`src/rtl/tcp_port_scan_detector_core_assert.svh`:
```
// Assertion helpers for the port scan detector.
// Both expect clk_i and rst_ni in the scope where they are used.
`ifndef TCP_PORT_SCAN_DETECTOR_CORE_ASSERT_SVH
`define TCP_PORT_SCAN_DETECTOR_CORE_ASSERT_SVH

// The consequent holds in the same cycle as the antecedent.
`define TPSD_ASSERT_IMP(name, ante, cons) \
  name: assert property (@(posedge clk_i) disable iff (!rst_ni) (ante) |-> (cons)) \
    else $error("same-cycle check failed");

// The consequent holds in the cycle after the antecedent.
`define TPSD_ASSERT_NEXT(name, ante, cons) \
  name: assert property (@(posedge clk_i) disable iff (!rst_ni) (ante) |=> (cons)) \
    else $error("next-cycle check failed");

`endif

```
`src/rtl/tpsd_pkg.sv`:
```
package tpsd_pkg;

  // Frame length limits in bytes.
  localparam logic [15:0] MIN_FRAME = 16'd34;
  localparam logic [6:0]  ETH_BYTES = 7'd14;
  localparam logic [6:0]  TCP_BYTES = 7'd20;
  localparam logic [7:0]  PROTO_TCP = 8'd6;

  // Register reset values.
  localparam logic [7:0] WINDOW_RESET      = 8'd5;
  localparam logic [2:0] PORT_THR_RESET    = 3'd5;
  localparam logic [7:0] SYN_RST_RESET     = 8'd1;
  localparam logic [3:0] STEALTH_THR_RESET = 4'd3;

  typedef enum logic [1:0] {
    CFG_WINDOW,
    CFG_PORT_THR,
    CFG_SYN_RST,
    CFG_STEALTH_THR
  } cfg_idx_e;

  typedef enum logic [3:0] {
    ST_IDLE,
    ST_SRC_RD,
    ST_SRC_CMP,
    ST_ALLOC,
    ST_REC_RD,
    ST_APPLY,
    ST_SLOT_RD,
    ST_SLOT_CMP,
    ST_COMMIT
  } state_e;

  typedef enum logic [1:0] {
    RES_NONE,
    RES_QUICK,
    RES_MISS,
    RES_FULL
  } res_sel_e;

  // Commands from the controller to the datapath.
  typedef struct packed {
    logic     load;
    logic     scan_rd;
    logic     scan_step;
    logic     alloc;
    logic     rec_rd;
    logic     apply;
    logic     slot_rd;
    logic     slot_step;
    logic     commit;
    res_sel_e res_sel;
  } cmd_t;

  // Status from the datapath to the controller.
  typedef struct packed {
    logic in_ignore;
    logic in_active;
    logic syn_open;
    logic src_match;
    logic scan_last;
    logic free_found;
    logic n_zero;
    logic slot_match;
    logic slot_last;
  } sts_t;

endpackage

```
`src/rtl/tpsd_ctrl.sv`:
```
module tpsd_ctrl import tpsd_pkg::*; (
  input  logic clk_i,
  input  logic rst_ni,
  input  logic start_i,
  output logic busy_o,
  input  sts_t sts_i,
  output cmd_t cmd_o
);

  state_e state_q, state_d;

  // State register.
  always_ff @(posedge clk_i or negedge rst_ni) begin
    if (!rst_ni) begin
      state_q <= ST_IDLE;
    end else begin
      state_q <= state_d;
    end
  end

  // Next state and commands.
  always_comb begin
    state_d = state_q;
    cmd_o = '0;
    cmd_o.res_sel = RES_NONE;
    case (state_q)
      ST_IDLE: begin
        if (start_i) begin
          cmd_o.load = 1'b1;
          if (sts_i.in_ignore || !sts_i.in_active) begin
            cmd_o.res_sel = RES_QUICK;
          end else begin
            state_d = ST_SRC_RD;
          end
        end
      end
      ST_SRC_RD: begin
        cmd_o.scan_rd = 1'b1;
        state_d = ST_SRC_CMP;
      end
      ST_SRC_CMP: begin
        cmd_o.scan_step = 1'b1;
        if (sts_i.src_match) begin
          state_d = ST_REC_RD;
        end else if (sts_i.scan_last) begin
          if (sts_i.syn_open && sts_i.free_found) begin
            state_d = ST_ALLOC;
          end else begin
            cmd_o.res_sel = RES_MISS;
            state_d = ST_IDLE;
          end
        end else begin
          state_d = ST_SRC_RD;
        end
      end
      ST_ALLOC: begin
        cmd_o.alloc = 1'b1;
        state_d = ST_APPLY;
      end
      ST_REC_RD: begin
        cmd_o.rec_rd = 1'b1;
        state_d = ST_APPLY;
      end
      ST_APPLY: begin
        cmd_o.apply = 1'b1;
        if (sts_i.syn_open && !sts_i.n_zero) begin
          state_d = ST_SLOT_RD;
        end else begin
          state_d = ST_COMMIT;
        end
      end
      ST_SLOT_RD: begin
        cmd_o.slot_rd = 1'b1;
        state_d = ST_SLOT_CMP;
      end
      ST_SLOT_CMP: begin
        cmd_o.slot_step = 1'b1;
        if (sts_i.slot_match || sts_i.slot_last) begin
          state_d = ST_COMMIT;
        end else begin
          state_d = ST_SLOT_RD;
        end
      end
      ST_COMMIT: begin
        cmd_o.commit = 1'b1;
        cmd_o.res_sel = RES_FULL;
        state_d = ST_IDLE;
      end
      default: begin
        state_d = ST_IDLE;
      end
    endcase
  end

  assign busy_o = (state_q != ST_IDLE);

endmodule

```
`config.mk`:
```
export PLATFORM = sky130hd
export DESIGN_NAME = tpsd_ctrl
export DESIGN_NICKNAME = d
export VERILOG_FILES = /design/src/rtl/tcp_port_scan_detector_core_assert.svh /design/src/rtl/tpsd_pkg.sv /design/src/rtl/tpsd_ctrl.sv
export SDC_FILE = /design/constraint.sdc
export NUM_CORES = 1
export LEC_CHECK = 0
export BUFFER_PORTS_ARGS = -buffer_cell sky130_fd_sc_hd__clkbuf_2
export CORE_AREA = 8 8 45 47
export CTS_CLUSTER_DIAMETER = 40
export CTS_CLUSTER_SIZE = 30
export DETAILED_ROUTE_END_ITERATION = 16
export DIE_AREA = 0 0 53 55
export PLACE_DENSITY = 0.72
export RECOVER_POWER = 100
export SLEW_MARGIN = 5
export SYNTH_ARGS = -nofsm -noshare
export SYNTH_HDL_FRONTEND = slang
export SYNTH_SLANG_ARGS = --single-unit
```
`constraint.sdc`:
```
create_clock -name clk_i -period 1.79 [get_ports clk_i]
set_input_delay 0.0895 -clock clk_i [delete_from_list [all_inputs] [get_ports clk_i]]
set_output_delay 0.0895 -clock clk_i [all_outputs]
set_load 0.005 [all_outputs]
```
Word level (Yosys, flattened, before mapping)

Cells that the tools add are included.

Flip-flop bits (word level): 4
Bits of input ports: 12
Output and inout port bits: 12

Equality and inequality tests: 10
Muxes and demuxes: 24
Reductions and logical operators: 10

Operator list:

| cell                 | number |
|---|---|
| $pmux W4 S7          | 1 |
| $mux W4              | 5 |
| $eq A4 B3 Y1 const B | 4 |
| $mux W1              | 12 |
| $mux W2              | 5 |
| $eq A4 B2 Y1 const B | 2 |
| $pmux W2 S3          | 1 |
| $eq A4 B1 Y1 const B | 1 |
| $eq A4 B4 Y1 const B | 1 |
| $logic_not A4 Y1     | 1 |
| $ne A2 B2 Y1 const B | 2 |
| $reduce_bool A4 Y1   | 1 |
| $logic_and A1 B1 Y1  | 2 |
| $logic_not A1 Y1     | 2 |
| $logic_or A1 B1 Y1   | 2 |
| $reduce_and A2 Y1    | 1 |
| $reduce_or A2 Y1     | 1 |

Depth between registers and ports, before layout

Depth in word-level cells: 5
Gate-level depth with buffers: 4
Gate-level depth less buffers: 3

Worst setup path before layout

No wires, ideal clock.

Kind: register -> output
Start: register state_q[0]
End: output port cmd_o[1] in the netlist's numbering
Arrival time: 1.030 ns
Required time: 1.701 ns
Setup slack: 0.670 ns
Stages on the path, launching flop included: 4
Buffers on the path: 1
Cell sequence: dfrtp_1 -> buf_6 -> nor4b_4 -> a41o_1

RTL lines:

| what                   | RTL line        | RTL |
|---|---|---|
| from (decl)            | tpsd_ctrl.sv:10 | `state_e state_q, state_d;` |
| from (signal assigned) | tpsd_ctrl.sv:17 | `state_q <= state_d;` |
| to (decl)              | tpsd_ctrl.sv:7  | `output cmd_t cmd_o` |

==> flow_metrics.py <==
metrics = {
    "timing": {
        "clock-skew-final_ns": 0.00500,
        "max_slew_margin": 0.708,
        "rsz0062_at_grt": "false",
        "period_needed_ns": 1.57,
        "setup_violations": 0,
        "hold_viol": 0,
        "finalSetupTns_ns": 0,
        "worst_pin_slew_ns": 0.427,
        "fin_hold_ws_ns": 0.214,
        "timing.fmax_ghz": 0.638,
        "drv_slew": 0,
        "fin_ws_ns": 0.222,
        "post-route-period-util": 0.876,
    },
    "clock_network": {
        "cts_sinks": 4,
        "cts_tree": "yes",
        "cts.htree.levels": 1,
        "clockBufferDepth": 2,
        "insertion_delay_ns": 0.23,
        "cts_setup_buffers": 0,
        "ctsRootBufferMaster": "clkbuf_4",
        "cts_buffers": 3,
        "clk_pin_slew_worst_paths_ns": 0.04,
    },
    "logic_synthesis": {
        "netlist_instances": 49,
        "synth_top_area_frac": 0.235,
        "syn_area_per_cell_um2": 8.71,
        "synth_seq_cells": 4,
        "async_flop_share": 1.00,
        "yosysUniqueCellTypes": 25,
        "syn-num-nets": 61,
        "synthTopCellsByArea": "dfrtp_1, buf_6, nor4b_4",
        "synth_edf_count": 0,
        "yosysWarnings": 0,
        "syn_area_um2": 427,
        "synth_flop_cell": "dfrtp_1",
        "ys_seq_area_frac": 0.235,
        "synth_area_leader_cell": "dfrtp_1",
    },
    "final_layout": {
        "nFillCells": 151,
        "mostFrequentLayoutCells": "clkbuf_2, clkbuf_1, nand2_1, o21ai_0",
        "mostFrequentLayoutCell": "clkbuf_2",
        "multi_input_area_um2": 263,
        "largest_register_ffs": 4,
        "drive_gt1_frac": 0.292,
        "antenna_cells": 0,
        "layout.nets": 86,
        "regArea_um2": 100,
        "reg_top3": "state_q (4)",
        "post-route-util": 0.382,
        "largest_register": "state_q",
        "area_growth_pct": 23.8,
    },
    "floorplanning": {
        "io_pins": 24,
        "die-area_um2": 2920,
        "coreArea_um2": 1380,
        "die_x_um": 53,
        "fp.dieH_um": 55,
        "fp-row-count": 14,
        "floorplan.initialDensity": 0.308,
    },
    "worst_setup_path": {
        "critPathRequiredTime_ns": 1.70,
        "cp_cell_sequence": "nor4b_4, a41o_1, clkbuf_1",
        "slowest_stage": "dfrtp_1",
        "critPathMaxFanout": 12,
        "critPathCaptureType": "primary output",
        "cp-start-kind": "register",
        "arrival_ns": 1.48,
        "max_stage_delay_ns": 0.51,
        "crit_type": "register to primary output",
    },
    "drt": {
        "drt-total-wl_um": 1190,
        "ant_nets": 0,
        "drt_iter0_drc": 17,
        "drc": 0,
        "routedWlPerCell_um": 13.5,
        "via_per_inst": 5.18,
        "vias": 456,
        "drt_first_pass_iters": 4,
    },
    "grt": {
        "antenna_found_initial": 0,
        "grt_max_degree": 13,
        "grt.total_usage": 0.0865,
        "grt_pass1_vias": 461,
        "overflow": 0,
        "grt_pass1_wl_um": 1860,
    },
    "min_path": {
        "hold_class": "input pin to asynchronous set/reset pin",
    },
    "run_status": {
        "status": "finished clean",
    },
    "power_and_ir_drop": {
        "powerDensity_nw_per_um2": 1280,
        "p_total_w": 0.000676,
        "power.leakage_nw": 0.249,
        "vdd_drop_max_mv": 0.472,
    },
    "place": {
        "gp_congestion": 0.767,
        "dp_slack_ns": 0.447,
        "port_buffers": 23,
        "dpl.hpwl_um": 964,
    },
    "job": {
        "cap_violations": 0,
    },
}
## layer usage
layer | track usage | routed length, µm | vias to the layer above
met3 | 0.0374 | 85 | 2
met4 | 0.0517 | 12 | 0
li1 | - | - | 228
met5 | 0 | 0 | -
met2 | 0.162 | 611 | 16
met1 | 0.0748 | 480 | 210
## cells by family after synthesis
family	count (synthesis)	share of synthesized area
buf+inv	6	0.114
compound gates	12	0.208
simple gates	26	0.416
flops	4	0.235
mux	1	0.0264
## critical path, delay by kind of cell, from the launching register on
| family | cells | cell delay [ns] |
|---|---|---|
| flip-flops | 1 | 0.51 |
| AND/OR/NAND/NOR | 1 | 0.41 |
| AO/OA/AOI/OAI | 1 | 0.21 |
| buffers and inverters | 1 | 0.11 |
## metrics by stage
step	instances	cell area, µm²
after global placement	84	520
after CTS	88	553
final	88	528
after detailed placement	84	520
after floorplan	49	427
after global routing	88	528
## synthesized netlist by cell type, types with 2 or more instances
| cell | n |
|---|---|
| inv_1 | 2 |
| nor3_1 | 3 |
| a21oi_1 | 2 |
| buf_6 | 3 |
| nand2_1 | 5 |
| nor2_1 | 4 |
| nand2b_1 | 3 |
| o21ai_0 | 4 |
| nor2b_1 | 3 |
| and3_1 | 2 |
| dfrtp_1 | 4 |
## final cells by class
class,instances,share of cell area
flip-flops and latches,4,0.190
repair buffers,24,0.218
clock buffers,3,0.0427
multi-input cells,39,0.498
well taps,16,0.0379
inverters,2,0.0142
## path summary, 6_finish.rpt
| kind | from | endpoint | slack (ns) | cells past startpoint |
|---|---|---|---|---|
| worst max-delay path | state_q[0] | cmd_o[1] | 0.22 | 3 |
| min in group clk_i | sts_i[1] | state_q[3] | 0.24 | 4 |
| worst min register to register | state_q[0] | state_q[3] | 0.78 | 1 |
| worst min-delay path | rst_ni | state_q[3] | 0.21 | 2 |
| worst max register to register | state_q[0] | state_q[0] | 0.45 | 3 |
| max in group asynchronous | rst_ni | state_q[1] | 1.39 | 2 |
## repair_timing
item,4_1_cts,5_1_grt
hold buffers,1,0
resized for setup,0,0
hold endpoints to repair,4,0
## where the power goes
group | total (W) | internal [W] | switching, W | leakage, nW
combinational | 0.000334 | 0.000180 | 0.000154 | 0.183
sequential | 0.000234 | 0.000123 | 0.000111 | 0.0521
clock | 0.000107 | 0.0000747 | 0.0000325 | 0.0138
Note: power is estimated with default switching activity, not from simulation.
